--- config.mk ---
export PLATFORM = sky130hd
export DESIGN_NAME = uart_rx_deframe_fifo_unit
export DESIGN_NICKNAME = d
export VERILOG_FILES = /design/src/rtl/urdf_pkg.sv /design/src/rtl/uart_rx_deframe_fifo_unit.sv
export VERILOG_INCLUDE_DIRS = /design/src /design/src/rtl
export SDC_FILE = /design/constraint.sdc
export NUM_CORES = 1
export LEC_CHECK = 0
export ABC_AREA = 1
export CAP_MARGIN = 20
export CORE_MARGIN = 3
export CORE_UTILIZATION = 65
export CTS_CLUSTER_DIAMETER = 80
export DETAILED_ROUTE_END_ITERATION = 12
export DONT_BUFFER_PORTS = 1
export HOLD_SLACK_MARGIN = 0.1
export PLACE_DENSITY = 0.92
export REMOVE_ABC_BUFFERS = 1
export SLEW_MARGIN = 10
export SYNTH_ARGS = -nofsm -noshare
export SYNTH_HDL_FRONTEND = slang
export SYNTH_SLANG_ARGS = --single-unit
--- constraint.sdc ---
create_clock -name aclk -period 12.67 [get_ports aclk]
set_clock_uncertainty 0.1 [all_clocks]
set_input_delay 0.6335 -clock aclk [delete_from_list [all_inputs] [get_ports aclk]]
set_output_delay 0.6335 -clock aclk [all_outputs]
set_load 0.03 [all_outputs]
--- src/rtl/uart_rx_deframe_fifo_unit_defines.svh ---
// Assertion macros for the RTL files of the receive deframer.
// Each macro names the clock and the active-low reset explicitly.
`ifndef UART_RX_DEFRAME_FIFO_UNIT_DEFINES_SVH
`define UART_RX_DEFRAME_FIFO_UNIT_DEFINES_SVH

`ifndef SYNTHESIS

// Same-cycle implication: when ante holds, cons holds at that edge.
`define URDF_ASSERT_HOLD(label, clk, rstn, ante, cons) \
    label: assert property (@(posedge clk) disable iff (!(rstn)) (ante) |-> (cons)) \
        else $error("urdf assertion failed: same-cycle implication");

// Next-cycle implication: when ante holds, cons holds at the following edge.
`define URDF_ASSERT_NEXT(label, clk, rstn, ante, cons) \
    label: assert property (@(posedge clk) disable iff (!(rstn)) (ante) |=> (cons)) \
        else $error("urdf assertion failed: next-cycle implication");

`else

`define URDF_ASSERT_HOLD(label, clk, rstn, ante, cons)
`define URDF_ASSERT_NEXT(label, clk, rstn, ante, cons)

`endif

`endif

--- src/rtl/urdf_pkg.sv ---
`default_nettype none

package urdf_pkg;

    // Request actions
    localparam logic [1:0] ACT_SAMPLE = 2'd0;
    localparam logic [1:0] ACT_READ   = 2'd1;
    localparam logic [1:0] ACT_CLEAR  = 2'd2;

    // Parity selector codes
    localparam logic [1:0] PAR_NONE = 2'd0;
    localparam logic [1:0] PAR_EVEN = 2'd1;
    localparam logic [1:0] PAR_ODD  = 2'd2;

    // Configuration register indexes
    localparam logic [1:0] CFG_DATA_BITS   = 2'd0;
    localparam logic [1:0] CFG_PARITY_MODE = 2'd1;
    localparam logic [1:0] CFG_STOP_BITS   = 2'd2;

    // Field widths
    localparam int unsigned ACTION_W = 2;
    localparam int unsigned RAW_W    = 32;
    localparam int unsigned BYTE_W   = 8;
    localparam int unsigned CFG_IDX_W  = 2;
    localparam int unsigned CFG_DATA_W = 4;

    // Frame alignment: sample word is shifted right by FRAME_TOP minus half-bit count
    localparam int unsigned FRAME_TOP = 33;

    // Data width limits and the widest frame payload (data plus parity bit)
    localparam logic [3:0] DATA_BITS_MIN = 4'd5;
    localparam logic [3:0] DATA_BITS_MAX = 4'd8;
    localparam int unsigned FRAME_BITS = 9;

    // Reset values of the configuration registers
    localparam logic [3:0] DATA_BITS_RST   = 4'd8;
    localparam logic [1:0] PARITY_MODE_RST = PAR_NONE;
    localparam logic [1:0] STOP_BITS_RST   = 2'd1;

endpackage

`default_nettype wire

--- src/rtl/uart_rx_deframe_fifo_unit.sv ---
`default_nettype none

// UART receive deframer with parity check and a byte queue of BUFFERED_BYTES
// entries (the ring has one slot more, always kept free). Each request carries
// an action: a sample word of twice-oversampled line samples (MSB aligned) is
// decoded, parity checked and pushed; a read pops the head byte; a status read
// returns the sticky overflow flag and clears it. Every request gives exactly
// one result with the fill count and the head byte. Throughput is one request
// per cycle while the result is not stalled. A request is held in the input
// register, where decode, pointer update and the ring's single write and
// single registered read take place, and then moves to the result register,
// which presents its result. A stalled result holds the input register, and
// once that is also occupied the input channel stalls. The ring memory is not
// cleared after reset; only written entries are ever reported.
// Configuration writes are taken in any cycle and must only be issued while no
// request is in flight.
`include "uart_rx_deframe_fifo_unit_defines.svh"

module uart_rx_deframe_fifo_unit #(
    parameter int unsigned BUFFERED_BYTES = 32
) (
    input  wire logic                                   aclk,
    input  wire logic                                   aresetn,

    input  wire logic                                   s_valid,
    output logic                                        s_ready,
    input  wire logic [urdf_pkg::ACTION_W-1:0]          s_action,
    input  wire logic [urdf_pkg::RAW_W-1:0]             s_raw_samples,

    output logic                                        m_valid,
    input  wire logic                                   m_ready,
    output logic [urdf_pkg::BYTE_W-1:0]                 m_byte_value,
    output logic                                        m_byte_valid,
    output logic                                        m_overflow_status,
    output logic [$clog2(BUFFERED_BYTES+1)-1:0]         m_fill_count,
    output logic                                        m_parity_fault,
    output logic                                        m_dropped_full,

    input  wire logic                                   cfg_valid,
    output logic                                        cfg_ready,
    input  wire logic [urdf_pkg::CFG_IDX_W-1:0]         cfg_index,
    input  wire logic [urdf_pkg::CFG_DATA_W-1:0]        cfg_data
);

    localparam int unsigned SLOTS  = BUFFERED_BYTES + 1;
    localparam int unsigned PTR_W  = $clog2(SLOTS);
    localparam int unsigned FILL_W = $clog2(BUFFERED_BYTES + 1);
    localparam logic [PTR_W-1:0]  LAST_SLOT = PTR_W'(SLOTS - 1);
    localparam logic [FILL_W-1:0] FULL_FILL = FILL_W'(BUFFERED_BYTES);

    // Configuration registers
    logic [3:0] data_bits_reg;
    logic [1:0] parity_mode_reg;
    logic [1:0] stop_bits_reg;

    // Input register
    logic                               a_valid_reg;
    logic [urdf_pkg::ACTION_W-1:0]      a_action_reg;
    logic [urdf_pkg::RAW_W-1:0]         a_raw_reg;

    // Ring state
    logic [urdf_pkg::BYTE_W-1:0] ring_mem [0:SLOTS-1];
    logic [PTR_W-1:0]   wr_ptr_reg, wr_ptr_next;
    logic [PTR_W-1:0]   rd_ptr_reg, rd_ptr_next;
    logic [FILL_W-1:0]  count_reg, count_next;
    logic               ovf_reg, ovf_next;

    // Result register
    logic                           m_valid_reg;
    logic                           byte_valid_reg;
    logic                           ovf_out_reg;
    logic [FILL_W-1:0]              fill_reg;
    logic                           pfault_reg;
    logic                           dfull_reg;
    logic                           bypass_reg;
    logic [urdf_pkg::BYTE_W-1:0]    bypass_byte_reg;
    logic [urdf_pkg::BYTE_W-1:0]    mem_rd_reg;

    // Step decode
    logic                           advance;
    logic [3:0]                     nb_eff;
    logic [1:0]                     st_eff;
    logic                           par_on;
    logic [1:0]                     par_eff;
    logic [5:0]                     units;
    logic [5:0]                     half_bits;
    logic [5:0]                     shamt;
    logic [urdf_pkg::RAW_W-1:0]     dec;
    logic [urdf_pkg::FRAME_BITS-1:0] frame_v;
    logic [urdf_pkg::BYTE_W-1:0]    data_byte;
    logic                           par_calc;
    logic                           par_rx;
    logic                           is_sample;
    logic                           pfault;
    logic                           full;
    logic                           push;
    logic                           dfull;
    logic                           pop;
    logic                           bypass;
    logic                           byte_valid;
    logic                           ovf_status;

    assign cfg_ready = 1'b1;
    assign advance   = a_valid_reg && (!m_valid_reg || m_ready);
    assign s_ready   = !a_valid_reg || advance;

    // Write configuration registers; unknown indexes are dropped
    always_ff @(posedge aclk) begin
        if (!aresetn) begin
            data_bits_reg   <= urdf_pkg::DATA_BITS_RST;
            parity_mode_reg <= urdf_pkg::PARITY_MODE_RST;
            stop_bits_reg   <= urdf_pkg::STOP_BITS_RST;
        end else if (cfg_valid && cfg_ready) begin
            unique case (cfg_index)
                urdf_pkg::CFG_DATA_BITS:   data_bits_reg   <= cfg_data;
                urdf_pkg::CFG_PARITY_MODE: parity_mode_reg <= cfg_data[1:0];
                urdf_pkg::CFG_STOP_BITS:   stop_bits_reg   <= cfg_data[1:0];
                default: ;
            endcase
        end
    end

    // Hold the accepted request until it moves to the result stage
    always_ff @(posedge aclk) begin
        if (!aresetn) begin
            a_valid_reg <= 1'b0;
        end else if (s_valid && s_ready) begin
            a_valid_reg <= 1'b1;
        end else if (advance) begin
            a_valid_reg <= 1'b0;
        end
    end

    always_ff @(posedge aclk) begin
        if (s_valid && s_ready) begin
            a_action_reg <= s_action;
            a_raw_reg    <= s_raw_samples;
        end
    end

    // Clamp the configuration to its legal range
    always_comb begin
        if (data_bits_reg < urdf_pkg::DATA_BITS_MIN) begin
            nb_eff = urdf_pkg::DATA_BITS_MIN;
        end else if (data_bits_reg > urdf_pkg::DATA_BITS_MAX) begin
            nb_eff = urdf_pkg::DATA_BITS_MAX;
        end else begin
            nb_eff = data_bits_reg;
        end
        st_eff  = (stop_bits_reg >= 2'd2) ? 2'd2 : 2'd1;
        par_eff = (parity_mode_reg == urdf_pkg::PAR_EVEN ||
                   parity_mode_reg == urdf_pkg::PAR_ODD) ? parity_mode_reg
                                                          : urdf_pkg::PAR_NONE;
        par_on  = (par_eff != urdf_pkg::PAR_NONE);
    end

    // Align the sample word and pick every second sample
    always_comb begin
        units     = 6'(nb_eff) + 6'(st_eff) + 6'(par_on) + 6'd1;
        half_bits = {units[4:0], 1'b0} - 6'd1;
        shamt     = 6'(urdf_pkg::FRAME_TOP) - half_bits;
        dec       = a_raw_reg >> shamt;
        for (int b = 0; b < int'(urdf_pkg::FRAME_BITS); b++) begin
            frame_v[b] = dec[2*b];
        end
        par_calc = 1'b0;
        for (int b = 0; b < int'(urdf_pkg::BYTE_W); b++) begin
            data_byte[b] = frame_v[b] && (b < int'(nb_eff));
            par_calc     = par_calc ^ data_byte[b];
        end
        par_rx = frame_v[nb_eff];
    end

    // Decide push, drop and pop, and advance the ring state
    always_comb begin
        is_sample = (a_action_reg == urdf_pkg::ACT_SAMPLE);
        pfault    = is_sample &&
                    ((par_eff == urdf_pkg::PAR_EVEN && par_calc != par_rx) ||
                     (par_eff == urdf_pkg::PAR_ODD  && par_calc == par_rx));
        full      = (count_reg == FULL_FILL);
        push      = is_sample && !pfault && !full;
        dfull     = is_sample && !pfault && full;
        pop       = (a_action_reg == urdf_pkg::ACT_READ) && (count_reg != '0);
        bypass    = push && (count_reg == '0);

        wr_ptr_next = wr_ptr_reg;
        rd_ptr_next = rd_ptr_reg;
        count_next  = count_reg;
        if (push) begin
            wr_ptr_next = (wr_ptr_reg == LAST_SLOT) ? '0 : wr_ptr_reg + 1'b1;
            count_next  = count_reg + 1'b1;
        end
        if (pop) begin
            rd_ptr_next = (rd_ptr_reg == LAST_SLOT) ? '0 : rd_ptr_reg + 1'b1;
            count_next  = count_reg - 1'b1;
        end

        ovf_status = ovf_reg || dfull;
        ovf_next   = (a_action_reg == urdf_pkg::ACT_CLEAR) ? 1'b0 : ovf_status;
        byte_valid = pop || (count_next != '0);
    end

    always_ff @(posedge aclk) begin
        if (!aresetn) begin
            wr_ptr_reg <= '0;
            rd_ptr_reg <= '0;
            count_reg  <= '0;
            ovf_reg    <= 1'b0;
        end else if (advance) begin
            wr_ptr_reg <= wr_ptr_next;
            rd_ptr_reg <= rd_ptr_next;
            count_reg  <= count_next;
            ovf_reg    <= ovf_next;
        end
    end

    // Ring memory: one write, one registered read at the current head
    always_ff @(posedge aclk) begin
        if (advance) begin
            if (push) begin
                ring_mem[wr_ptr_reg] <= data_byte;
            end
            mem_rd_reg <= ring_mem[rd_ptr_reg];
        end
    end

    // Result register
    always_ff @(posedge aclk) begin
        if (!aresetn) begin
            m_valid_reg <= 1'b0;
        end else if (advance) begin
            m_valid_reg <= 1'b1;
        end else if (m_ready) begin
            m_valid_reg <= 1'b0;
        end
    end

    always_ff @(posedge aclk) begin
        if (advance) begin
            byte_valid_reg  <= byte_valid;
            ovf_out_reg     <= ovf_status;
            fill_reg        <= count_next;
            pfault_reg      <= pfault;
            dfull_reg       <= dfull;
            bypass_reg      <= bypass;
            bypass_byte_reg <= data_byte;
        end
    end

    // Forward a byte pushed into an empty ring, zero when nothing is queued
    always_comb begin
        if (!byte_valid_reg) begin
            m_byte_value = '0;
        end else if (bypass_reg) begin
            m_byte_value = bypass_byte_reg;
        end else begin
            m_byte_value = mem_rd_reg;
        end
    end

    assign m_valid           = m_valid_reg;
    assign m_byte_valid      = byte_valid_reg;
    assign m_overflow_status = ovf_out_reg;
    assign m_fill_count      = fill_reg;
    assign m_parity_fault    = pfault_reg;
    assign m_dropped_full    = dfull_reg;

    // Checks
    `URDF_ASSERT_HOLD(a_fill_bound, aclk, aresetn, 1'b1, count_reg <= FULL_FILL)
    `URDF_ASSERT_HOLD(a_empty_ptrs, aclk, aresetn, count_reg == '0, wr_ptr_reg == rd_ptr_reg)
    `URDF_ASSERT_HOLD(a_drop_sets_ovf, aclk, aresetn, m_valid_reg && dfull_reg, ovf_out_reg)
    `URDF_ASSERT_HOLD(a_one_drop_cause, aclk, aresetn, m_valid_reg, !(pfault_reg && dfull_reg))
    `URDF_ASSERT_NEXT(a_pop_dec, aclk, aresetn, advance && pop, count_reg + 1'b1 == $past(count_reg))

endmodule

`default_nettype wire
Word level (Yosys, flattened, before mapping)
Memories as Yosys holds them, arrays and structs flattened. A register that Yosys moved wholly into a read port is not among the register bits.
Index checks and enable logic that the tools add are counted.
Storage, ports and cells
  ROM bits: 0
  bits in writable memories: 264
  latch bits: 0
  bits in registers: 82
  memories: 1
  output and inout bits: 21
Memory list
  ring_mem: words 33, bits a word 8, read ports 1, clocked after memory_dff 1, write ports 1, RTL line uart_rx_deframe_fifo_unit.sv:62  | logic [urdf_pkg::BYTE_W-1:0] ring_mem [0:SLOTS-1];
Cells by class
  eq/ne operators: 13
  mux-type cells: 20
  reductions and logical operators: 41
  shift operators: 1
  bitwise operators: 7
  add/subtract/negate cells: 9
  multiply operators: 0
  $lt $le $gt $ge: 12
  divide/modulo/power cells: 0
Operators with widths (count)
  32-bit by 6-bit >> shifter with 17-bit output: 1
  6-bit 2-to-1 mux: 4
  6-bit by 1-bit adder with 6-bit output, second input constant: 3
  6-bit equality test, second input constant: 3
  1-bit logical AND: 18
  3-bit by 4-bit < comparator with 1-bit output, first input constant: 4
  8-bit 2-to-1 mux: 2
  6-bit nonzero test: 2
  6-bit by 1-bit subtractor with 6-bit output, second input constant: 2
  2-bit AND reduction: 5
  1-bit 2-to-1 mux: 9
  2-bit by 1-bit equality test with 1-bit output, second input constant: 4
  2-bit equality test, second input constant: 4
  1-bit by 4-bit < comparator with 1-bit output, first input constant: 2
  2-bit by 4-bit < comparator with 1-bit output, first input constant: 2
  4-bit 2-to-1 mux: 2
  1-bit XOR: 7
  6-bit zero test: 1
  1-bit logical OR: 6
  2-bit nonzero test: 3
  6-bit subtractor, first input constant: 1
  4-bit by 2-bit adder with 5-bit output: 1
  5-bit by 1-bit adder with 5-bit output: 1
  5-bit by 1-bit adder with 5-bit output, second input constant: 1
  10 further kinds: 15

Logic depth before layout (Yosys ltp)
Gate-level depths: netlist of the first run.
  depth in word-level cells: 28
  gate-level depth with buffers: 35

Worst setup path before layout of the first run
No wires, ideal clock.
  kind: reg-to-reg
  start: register data_bits_reg[3]
  end: memory ring_mem[13][0] (netlist name) (enable)
  path buffers: 2
  setup slack: 7.463 ns
  arrival time: 4.737 ns
  period minus slack after synthesis: 5.207 ns
  cell stages (with the launch flop): 33
  data required time: 12.200 ns
  cells stage by stage: dfxtp_1 -> buf_2 -> inv_2 -> o21ai_0 -> ha_1 -> inv_1 -> ha_1 -> fa_1 -> inv_2 -> nand3_4 -> inv_4 -> nand3_4 -> nand2_1 -> nand2_1 -> buf_4 -> nand2_1 -> nor2_2 -> nand2_1 -> nand2_1 -> nand2_1 -> nand2_1 -> nand2_1 -> nand2_2 -> inv_2 -> nand2_1 -> nand3_2 -> nand2_2 -> nand3_4 -> nor2_8 -> inv_4 -> nor2_4 -> nand3_2 -> nor2_1
RTL lines
  start, declared: RTL line uart_rx_deframe_fifo_unit.sv:52  | logic [3:0] data_bits_reg;
  start signal, assigned: RTL line uart_rx_deframe_fifo_unit.sv:110  | data_bits_reg <= urdf_pkg::DATA_BITS_RST;
  start signal, assigned: RTL line uart_rx_deframe_fifo_unit.sv:115  | urdf_pkg::CFG_DATA_BITS: data_bits_reg <= cfg_data;
  4-bit greater-than comparator: RTL line uart_rx_deframe_fifo_unit.sv:145  | end else if (data_bits_reg > urdf_pkg::DATA_BITS_MAX) begin
  4-bit 2-to-1 mux: RTL line uart_rx_deframe_fifo_unit.sv:145
  4-bit 2-to-1 mux *: RTL line uart_rx_deframe_fifo_unit.sv:143  | if (data_bits_reg < urdf_pkg::DATA_BITS_MIN) begin
  4-bit by 2-bit adder with 5-bit output: RTL line uart_rx_deframe_fifo_unit.sv:159  | units = 6'(nb_eff) + 6'(st_eff) + 6'(par_on) + 6'd1;
  5-bit by 1-bit adder with 5-bit output (2 in a row): RTL line uart_rx_deframe_fifo_unit.sv:159
  6-bit by 1-bit subtractor with 6-bit output: RTL line uart_rx_deframe_fifo_unit.sv:160  | half_bits = {units[4:0], 1'b0} - 6'd1;
  6-bit subtractor: RTL line uart_rx_deframe_fifo_unit.sv:161  | shamt = 6'(urdf_pkg::FRAME_TOP) - half_bits;
  32-bit by 6-bit >> shifter with 17-bit output: RTL line uart_rx_deframe_fifo_unit.sv:162  | dec = a_raw_reg >> shamt;
  [1 not listed]
  net data_byte, one bit: RTL line uart_rx_deframe_fifo_unit.sv:90  | logic [urdf_pkg::BYTE_W-1:0] data_byte;
  [6 not listed]
  1-bit logical AND (on tied branches): RTL line uart_rx_deframe_fifo_unit.sv:178, uart_rx_deframe_fifo_unit.sv:179
  1-bit logical OR *: RTL line uart_rx_deframe_fifo_unit.sv:178  | ((par_eff == urdf_pkg::PAR_EVEN && par_calc != par_rx) ||
  1-bit logical AND *: RTL line uart_rx_deframe_fifo_unit.sv:177  | pfault = is_sample &&
  1-bit zero test *: RTL line uart_rx_deframe_fifo_unit.sv:181  | push = is_sample && !pfault && !full;
  1-bit logical AND * (2 in a row): RTL line uart_rx_deframe_fifo_unit.sv:181
  1-bit 2-to-1 mux *: RTL line uart_rx_deframe_fifo_unit.sv:220  | if (push) begin
  1-bit 2-to-1 mux *: RTL line uart_rx_deframe_fifo_unit.sv:219  | if (advance) begin
  1-bit 2-to-1 mux (not written as such) *: RTL line uart_rx_deframe_fifo_unit.sv:221  | ring_mem[wr_ptr_reg] <= data_byte;
  end, declared: RTL line uart_rx_deframe_fifo_unit.sv:62
The timed path passes the listed nets; every way through them passes the cells marked *. The select of a mux whose other input is x is not followed.

Worst setup path after layout of the first run
  start: register data_bits_reg[1]
  end: memory ring_mem[26][2] (netlist name) (enable)
RTL lines (RTL line)
  4-bit greater-than comparator: uart_rx_deframe_fifo_unit.sv:145
  4-bit 2-to-1 mux: uart_rx_deframe_fifo_unit.sv:145
  4-bit 2-to-1 mux *: uart_rx_deframe_fifo_unit.sv:143
  4-bit by 2-bit adder with 5-bit output: uart_rx_deframe_fifo_unit.sv:159
  5-bit by 1-bit adder with 5-bit output (2 in a row): uart_rx_deframe_fifo_unit.sv:159
  6-bit by 1-bit subtractor with 6-bit output: uart_rx_deframe_fifo_unit.sv:160
  6-bit subtractor: uart_rx_deframe_fifo_unit.sv:161
  32-bit by 6-bit >> shifter with 17-bit output: uart_rx_deframe_fifo_unit.sv:162
  [1 not listed]
  net data_byte, one bit: uart_rx_deframe_fifo_unit.sv:90
  [3 not listed]
  1-bit logical AND (on tied branches): uart_rx_deframe_fifo_unit.sv:178, uart_rx_deframe_fifo_unit.sv:179
  1-bit logical OR *: uart_rx_deframe_fifo_unit.sv:178
  1-bit logical AND *: uart_rx_deframe_fifo_unit.sv:177
  1-bit zero test *: uart_rx_deframe_fifo_unit.sv:181
  1-bit logical AND * (2 in a row): uart_rx_deframe_fifo_unit.sv:181
  1-bit 2-to-1 mux *: uart_rx_deframe_fifo_unit.sv:220
  1-bit 2-to-1 mux *: uart_rx_deframe_fifo_unit.sv:219
  1-bit 2-to-1 mux (not written as such) *: uart_rx_deframe_fifo_unit.sv:221
Marked as above.

==> results_dict.tcl, run 1 <==
set metrics [dict create \
    outcome "complete, no violations" \
    multi_input_area_sq_mm 0.00435 \
    root_buffer "clkbuf_16" \
    ys_seq_area_share_pct 66.3 \
    path_clk_slew_ps 70 \
    cts_tree "done" \
    synth_cells 1396 \
    synth_compound_area_share_pct 10.7 \
    min_path_cells 1 \
    grt_pass1_wl_um 54500 \
    core_region_area_sq_mm 0.0222 \
    cap_violations 0 \
    ir_worst_vdd_mv 0.116 \
    cp_common_cell "nand2_1" \
    cts_max_level 2 \
    synth_async_sr_flop_share_pct 0 \
    syn_avg_cell_area_sq_um 10.6 \
    p_int_mw 2.22 \
    powerDensity_mw_per_mm2 195 \
    cts_made_buffers 34 \
    regArea_sq_mm 0.00984 \
    fin_ws_ps 5180 \
    seqPwrFrac_pct 45.0 \
    antenna_found_initial 1 \
    post-place-ws_ps 5510 \
    yosys.area_share.xor_xnor_pct 0.177 \
    yosys.area_share.adder_pct 1.31 \
    gr-usage-met3_pct 5.20 \
    worst_pin_slew_ps 1170 \
    grtUsageMet2_pct 47.0 \
    synthSimpleGateAreaFrac_pct 17.0 \
    crit_type "register to register" \
    cts_hold_buf 18 \
    layout-drive-gt1-share_pct 7.12 \
    switching_share_pct 30.6 \
    cts-resized-gates 0 \
    syn_to_final_growth_pct 10.8 \
    instances_no_fill 1700 \
    die_y_um 157 \
    routabilityCongestion 0.954 \
    hold_path_class "input port to register" \
    startpoint_type "register" \
    wl_per_cell_um 22.1 \
    cp-end-kind "register" \
    ioPinCount 66 \
    setup_viol 0 \
    io_buffers 0 \
    clkLatencyLatePin_ps 540 \
    ys_ff_latch 337 \
    dieArea_sq_mm 0.0247 \
    rsz0062_at_grt "no" \
    placed_cells 1616 \
    drt_iter0_markers 1762 \
    arrival_ps 7520 \
    r2r_cells 26 \
    final_common_cell "edfxtp_1" \
    cp.required_ps 12700 \
    synth_top_family_by_area "simple AND/OR/NAND/NOR gates" \
    leakage_nw 6.04 \
    largest_reg_flops 264 \
    ys_types 40 \
    grtUsageMet1_pct 37.0 \
    yosys_warnings 0 \
    p_switching_mw 0.981 \
    fin_crit_ps 7490 \
    clockBufferDepth 3 \
    track_usage_pct 28.4 \
    tns_ps 0 \
    post-dp-hpwl_um 20300 \
    ant_nets 0 \
    max_stage_delay_ps 910 \
    die_w_um 157 \
    muxShareOfSynthArea_pct 0 \
    max_freq_mhz 133 \
    grt.overflow.total 0 \
    min_period_over_period_pct 59.1 \
    final_nets 1456 \
    slew_viol_final 0 \
    mostFrequentLayoutCells "edfxtp_1 (309), nand2_1 (232), nor2_1 (228), o21ai_0 (162), inv_1 (88)" \
    synth_edf_count 309 \
    grt_max_degree 95 \
    drtPass1Iterations 6 \
    power_frac_comb_pct 22.3 \
    routed-via-count 11252 \
    path_max_fanout 35 \
    initial_core_util_pct 67.0 \
    relSlewSlack_pct 21.7 \
    fp-row-count 54 \
    slowest_stage "fa_1" \
    post_cts_buffers 0 \
    route.detailed.drc 0 \
    synth_ff_type "edfxtp_1" \
    fill_cells 1237 \
    drt_wl_total_um 37600 \
    clock-sinks 337 \
    power_frac_clock_pct 32.6 \
    power.total_mw 3.20 \
    viasPerCell 6.62 \
    final_cell_area_sq_mm 0.0165 \
    syn-cell-area_sq_mm 0.0149 \
    grt_busiest_layer "met2" \
    dpl-instance-area_sq_mm 0.0150 \
    finalHoldViolations 0 \
    grt_pass1_vias 10386 \
]
[Yosys cell counts (4+ instances only)]
library cell  number  area share [%]
a21oi_1           34             1.1
a22o_1             4            0.24
a31oi_1           11            0.46
buf_2              7            0.24
clkbuf_1          55             1.4
dfxtp_1           28             3.8
edfxtp_1         309              62
ha_1              14             1.2
inv_1             89             2.2
inv_2              8            0.20
nand2_1          232             5.9
nand2_2            8            0.34
nand3_1           71             2.4
nand3_2            8            0.54
nand4_1           15            0.63
nor2_1           228             5.8
nor3_1            11            0.37
o211ai_1          11            0.56
o21ai_0          162             5.5
o221ai_1          16            0.94
o22ai_1           44             1.9
[final timing paths]
| kind | from | to | slack, ps |
|---|---|---|---|
| max reg2reg | data_bits_reg[1] | ring_mem[26][2] | 5180 |
| max | data_bits_reg[1] | ring_mem[26][2] | 5180 |
| min reg2reg | parity_mode_reg[1] | parity_mode_reg[1] | 400 |
| min | aresetn | data_bits_reg[3] | 130 |
[power groups by stage]
stage	logic, mW	registers, mW	clock network [mW]
floorplan	0.414	1.46	0
CTS	0.633	1.45	1.03
detailed placement	0.608	1.47	0
finish	0.715	1.44	1.05
global route	0.765	1.44	1.08
global placement	0.580	1.47	0
[layer usage]
layer	wire, um	part of all wire (%)	vias to the layer above
met4	1750	4.7	0
met3	4340	12	165
met2	18500	49	933
met5	0	0	-
met1	13000	35	5238
li1	-	-	4916
[cell type report]
cell class,instances,share of cell area (%)
diodes,1,0.0152
clock buffers,45,5.92
clock inverters,14,1.16
inverters,101,2.34
multi-input cells,891,26.4
flip-flops and latches,337,59.8
well taps,280,2.13
repair buffers,31,2.22
[critical path: cells and delay by family, from the launching register on]
family	cells	cell delay, ps
buffers and inverters	6	1460
AOI/OAI and AO/OA	1	500
DFF	1	330
and+or+nand+nor	16	3330
adders and majority gates	3	1370
[logic make-up after synthesis]
kind of cell,after synthesis
compound gates,284
flops,337
fa+ha+maj,15
buf+inv,168
other cells,1
simple gates,588
xor+xnor,3
[metrics by stage]
stage          util, %  hold WS, ps
6_report          74.3          135
5_1_grt           74.2          136
4_1_cts           73.6          110
3_5_place_dp      67.6          379
3_3_place_gp      67.6          356
2_1_floorplan        -          345
(Power assumes the default switching activity.)
==> run 2, diff against run 1 <==
--- a/config.mk
+++ b/config.mk
@@ -9,12 +9,12 @@
 export ABC_AREA = 1
 export CAP_MARGIN = 20
 export CORE_MARGIN = 3
-export CORE_UTILIZATION = 65
+export CORE_UTILIZATION = 57
 export CTS_CLUSTER_DIAMETER = 80
 export DETAILED_ROUTE_END_ITERATION = 12
 export DONT_BUFFER_PORTS = 1
 export HOLD_SLACK_MARGIN = 0.1
-export PLACE_DENSITY = 0.92
+export PLACE_DENSITY = 0.86
 export REMOVE_ABC_BUFFERS = 1
 export SLEW_MARGIN = 10
 export SYNTH_ARGS = -nofsm -noshare
==> constraint.sdc (replaced) <==
create_clock -name aclk -period 6.2 [get_ports aclk]
set_clock_uncertainty 0.1 [all_clocks]
set_input_delay 0.31 -clock aclk [delete_from_list [all_inputs] [get_ports aclk]]
set_output_delay 0.31 -clock aclk [all_outputs]
set_load 0.03 [all_outputs]
==> results_dict.tcl, run 2 (synthesized netlist as in run 1, its figures left out) <==
set metrics [dict create \
    crit_type "register to register" \
    core_region_area_sq_mm 0.0254 \
    routabilityCongestion 0.894 \
    setup_viol 0 \
    ir_worst_vdd_mv 0.327 \
    initial_core_util_pct 58.5 \
    die_y_um 167 \
    final_cell_area_sq_mm 0.0169 \
    drt_iter0_markers 1828 \
    r2r-start "data_bits_reg[2]" \
    rsz0062_at_grt "no" \
    tns_ps 0 \
    relSlewSlack_pct 37.4 \
    cts_made_buffers 35 \
    ioPinCount 66 \
    slew_viol_final 0 \
    arrival_ps 5930 \
    fp-row-count 58 \
    crit_family "simple AND/OR/NAND/NOR gates" \
    r2r_cells 32 \
    powerDensity_mw_per_mm2 381 \
    holdWs_ps 317 \
    cp_common_cell "nand2_1" \
    reg2reg_slack_ps 370 \
    post-dp-hpwl_um 21000 \
    dieArea_sq_mm 0.0280 \
    final_nets 1512 \
    syn_to_final_growth_pct 13.7 \
    leakage_nw 6.29 \
    placed_cells 1710 \
    antennaDiodeCount 0 \
    drtPass1Iterations 6 \
    io_buffers 0 \
    cp.buffers_inverters 6 \
    post_cts_buffers 0 \
    grt_pass1_vias 10699 \
    clkLatencyLatePin_ps 530 \
    rr_endpoint "ring_mem[4][4]" \
    cp-startpoint "data_bits_reg[2]" \
    path_clk_slew_ps 60 \
    max_freq_mhz 172 \
    ant_nets 0 \
    slowest_stage "o21ai_0" \
    routed-via-count 11038 \
    drt_wl_total_um 36000 \
    root_buffer "clkbuf_16" \
    layout-drive-gt1-share_pct 9.41 \
    fin_crit_ps 5830 \
    viasPerCell 6.11 \
    crit_end "ring_mem[4][4]" \
    mostFrequentLayoutCells "edfxtp_1 (309), nand2_1 (232), nor2_1 (228), o21ai_0 (162), inv_1 (88)" \
    clock-sinks 337 \
    hold_path_class "input port to register" \
    dpl-instance-area_sq_mm 0.0154 \
    path_max_fanout 15 \
    worst_pin_slew_ps 937 \
    cap_violations 0 \
    clockBufferDepth 3 \
    die_w_um 167 \
    antenna_found_initial 1 \
    cts-resized-gates 0 \
    cp.depth 32 \
    track_usage_pct 25.3 \
    cp-end-kind "register" \
    min_period_over_period_pct 94.0 \
    largest_reg_flops 264 \
    fin_util_pct 66.5 \
    cts_tree "done" \
    route.detailed.drc 0 \
    instances_no_fill 1807 \
    outcome "complete, no violations" \
    startpoint_type "register" \
    grt_max_degree 73 \
    final_common_cell "edfxtp_1" \
    wl_per_cell_um 19.9 \
    cp.required_ps 6310 \
    grt.overflow.total 0 \
    cts_max_level 2 \
    max_stage_delay_ps 490 \
    grt_pass1_wl_um 56600 \
    finalHoldViolations 0 \
]
[run 2: stage by stage]
stage / total power, mW / worst slack (ps)
5_1_grt: 6.69 / 20.7
2_1_floorplan: 3.83 / 532
3_5_place_dp: 4.29 / 693
6_report: 6.43 / 371
4_1_cts: 6.36 / 647
3_3_place_gp: 4.23 / 809
[run 2: per-layer routing]
metal  vias to the layer above  part of all wire [%]  GRT usage (%)
li1                       5027                     -              -
met1                      5208                    37           33.6
met2                       677                    49           41.8
met3                       126                   9.8           4.72
met4                         0                   4.0           10.1
met5                         -                     0              0
[run 2: how the worst min path moves through the flow]
stage / start / end / slack (ps) / cells after the start
2_1_floorplan: aresetn / data_bits_reg[3] / 310 / 1
3_3_place_gp: s_raw_samples[30] / a_raw_reg[30] / 310 / 0
3_5_place_dp: s_raw_samples[4] / a_raw_reg[4] / 310 / 0
4_1_cts: s_raw_samples[10] / a_raw_reg[10] / 300 / 1
5_1_grt: s_raw_samples[12] / a_raw_reg[12] / 320 / 1
6_report: s_action[1] / a_action_reg[1] / 320 / 1
[run 2: worst register-to-register path, delay by kind of cell, from the launching register on]
kind	cells	cell delay [ps]
compound gates	1	490
buf+inv	6	790
flops	1	350
simple gates	22	2770
fa+ha+maj	3	1010
[run 2: final cells by class]
| class | count | area [sq um] |
|---|---|---|
| Sequential cell | 337 | 9840 |
| Fill cell | 1694 | 8510 |
| Multi-Input combinational cell | 891 | 4350 |
| Clock buffer | 46 | 937 |
| Timing Repair Buffer | 86 | 768 |
| Tap cell | 330 | 413 |
| Inverter | 101 | 385 |
| Clock inverter | 16 | 196 |
[run 2: power by group]
| part | total [mW] | switching, mW | internal [mW] |
|---|---|---|---|
| clock | 2.07 | 0.835 | 1.24 |
| sequential | 2.95 | 0.0444 | 2.90 |
| combinational | 1.41 | 1.06 | 0.352 |
| total | 6.43 | 1.94 | 4.49 |
[run 2: what timing repair did]
action / in CTS / in global routing
hold endpoints to repair: 38 / 0
endpoints found under the setup margin: 0 / 0
hold buffers: 33 / 0
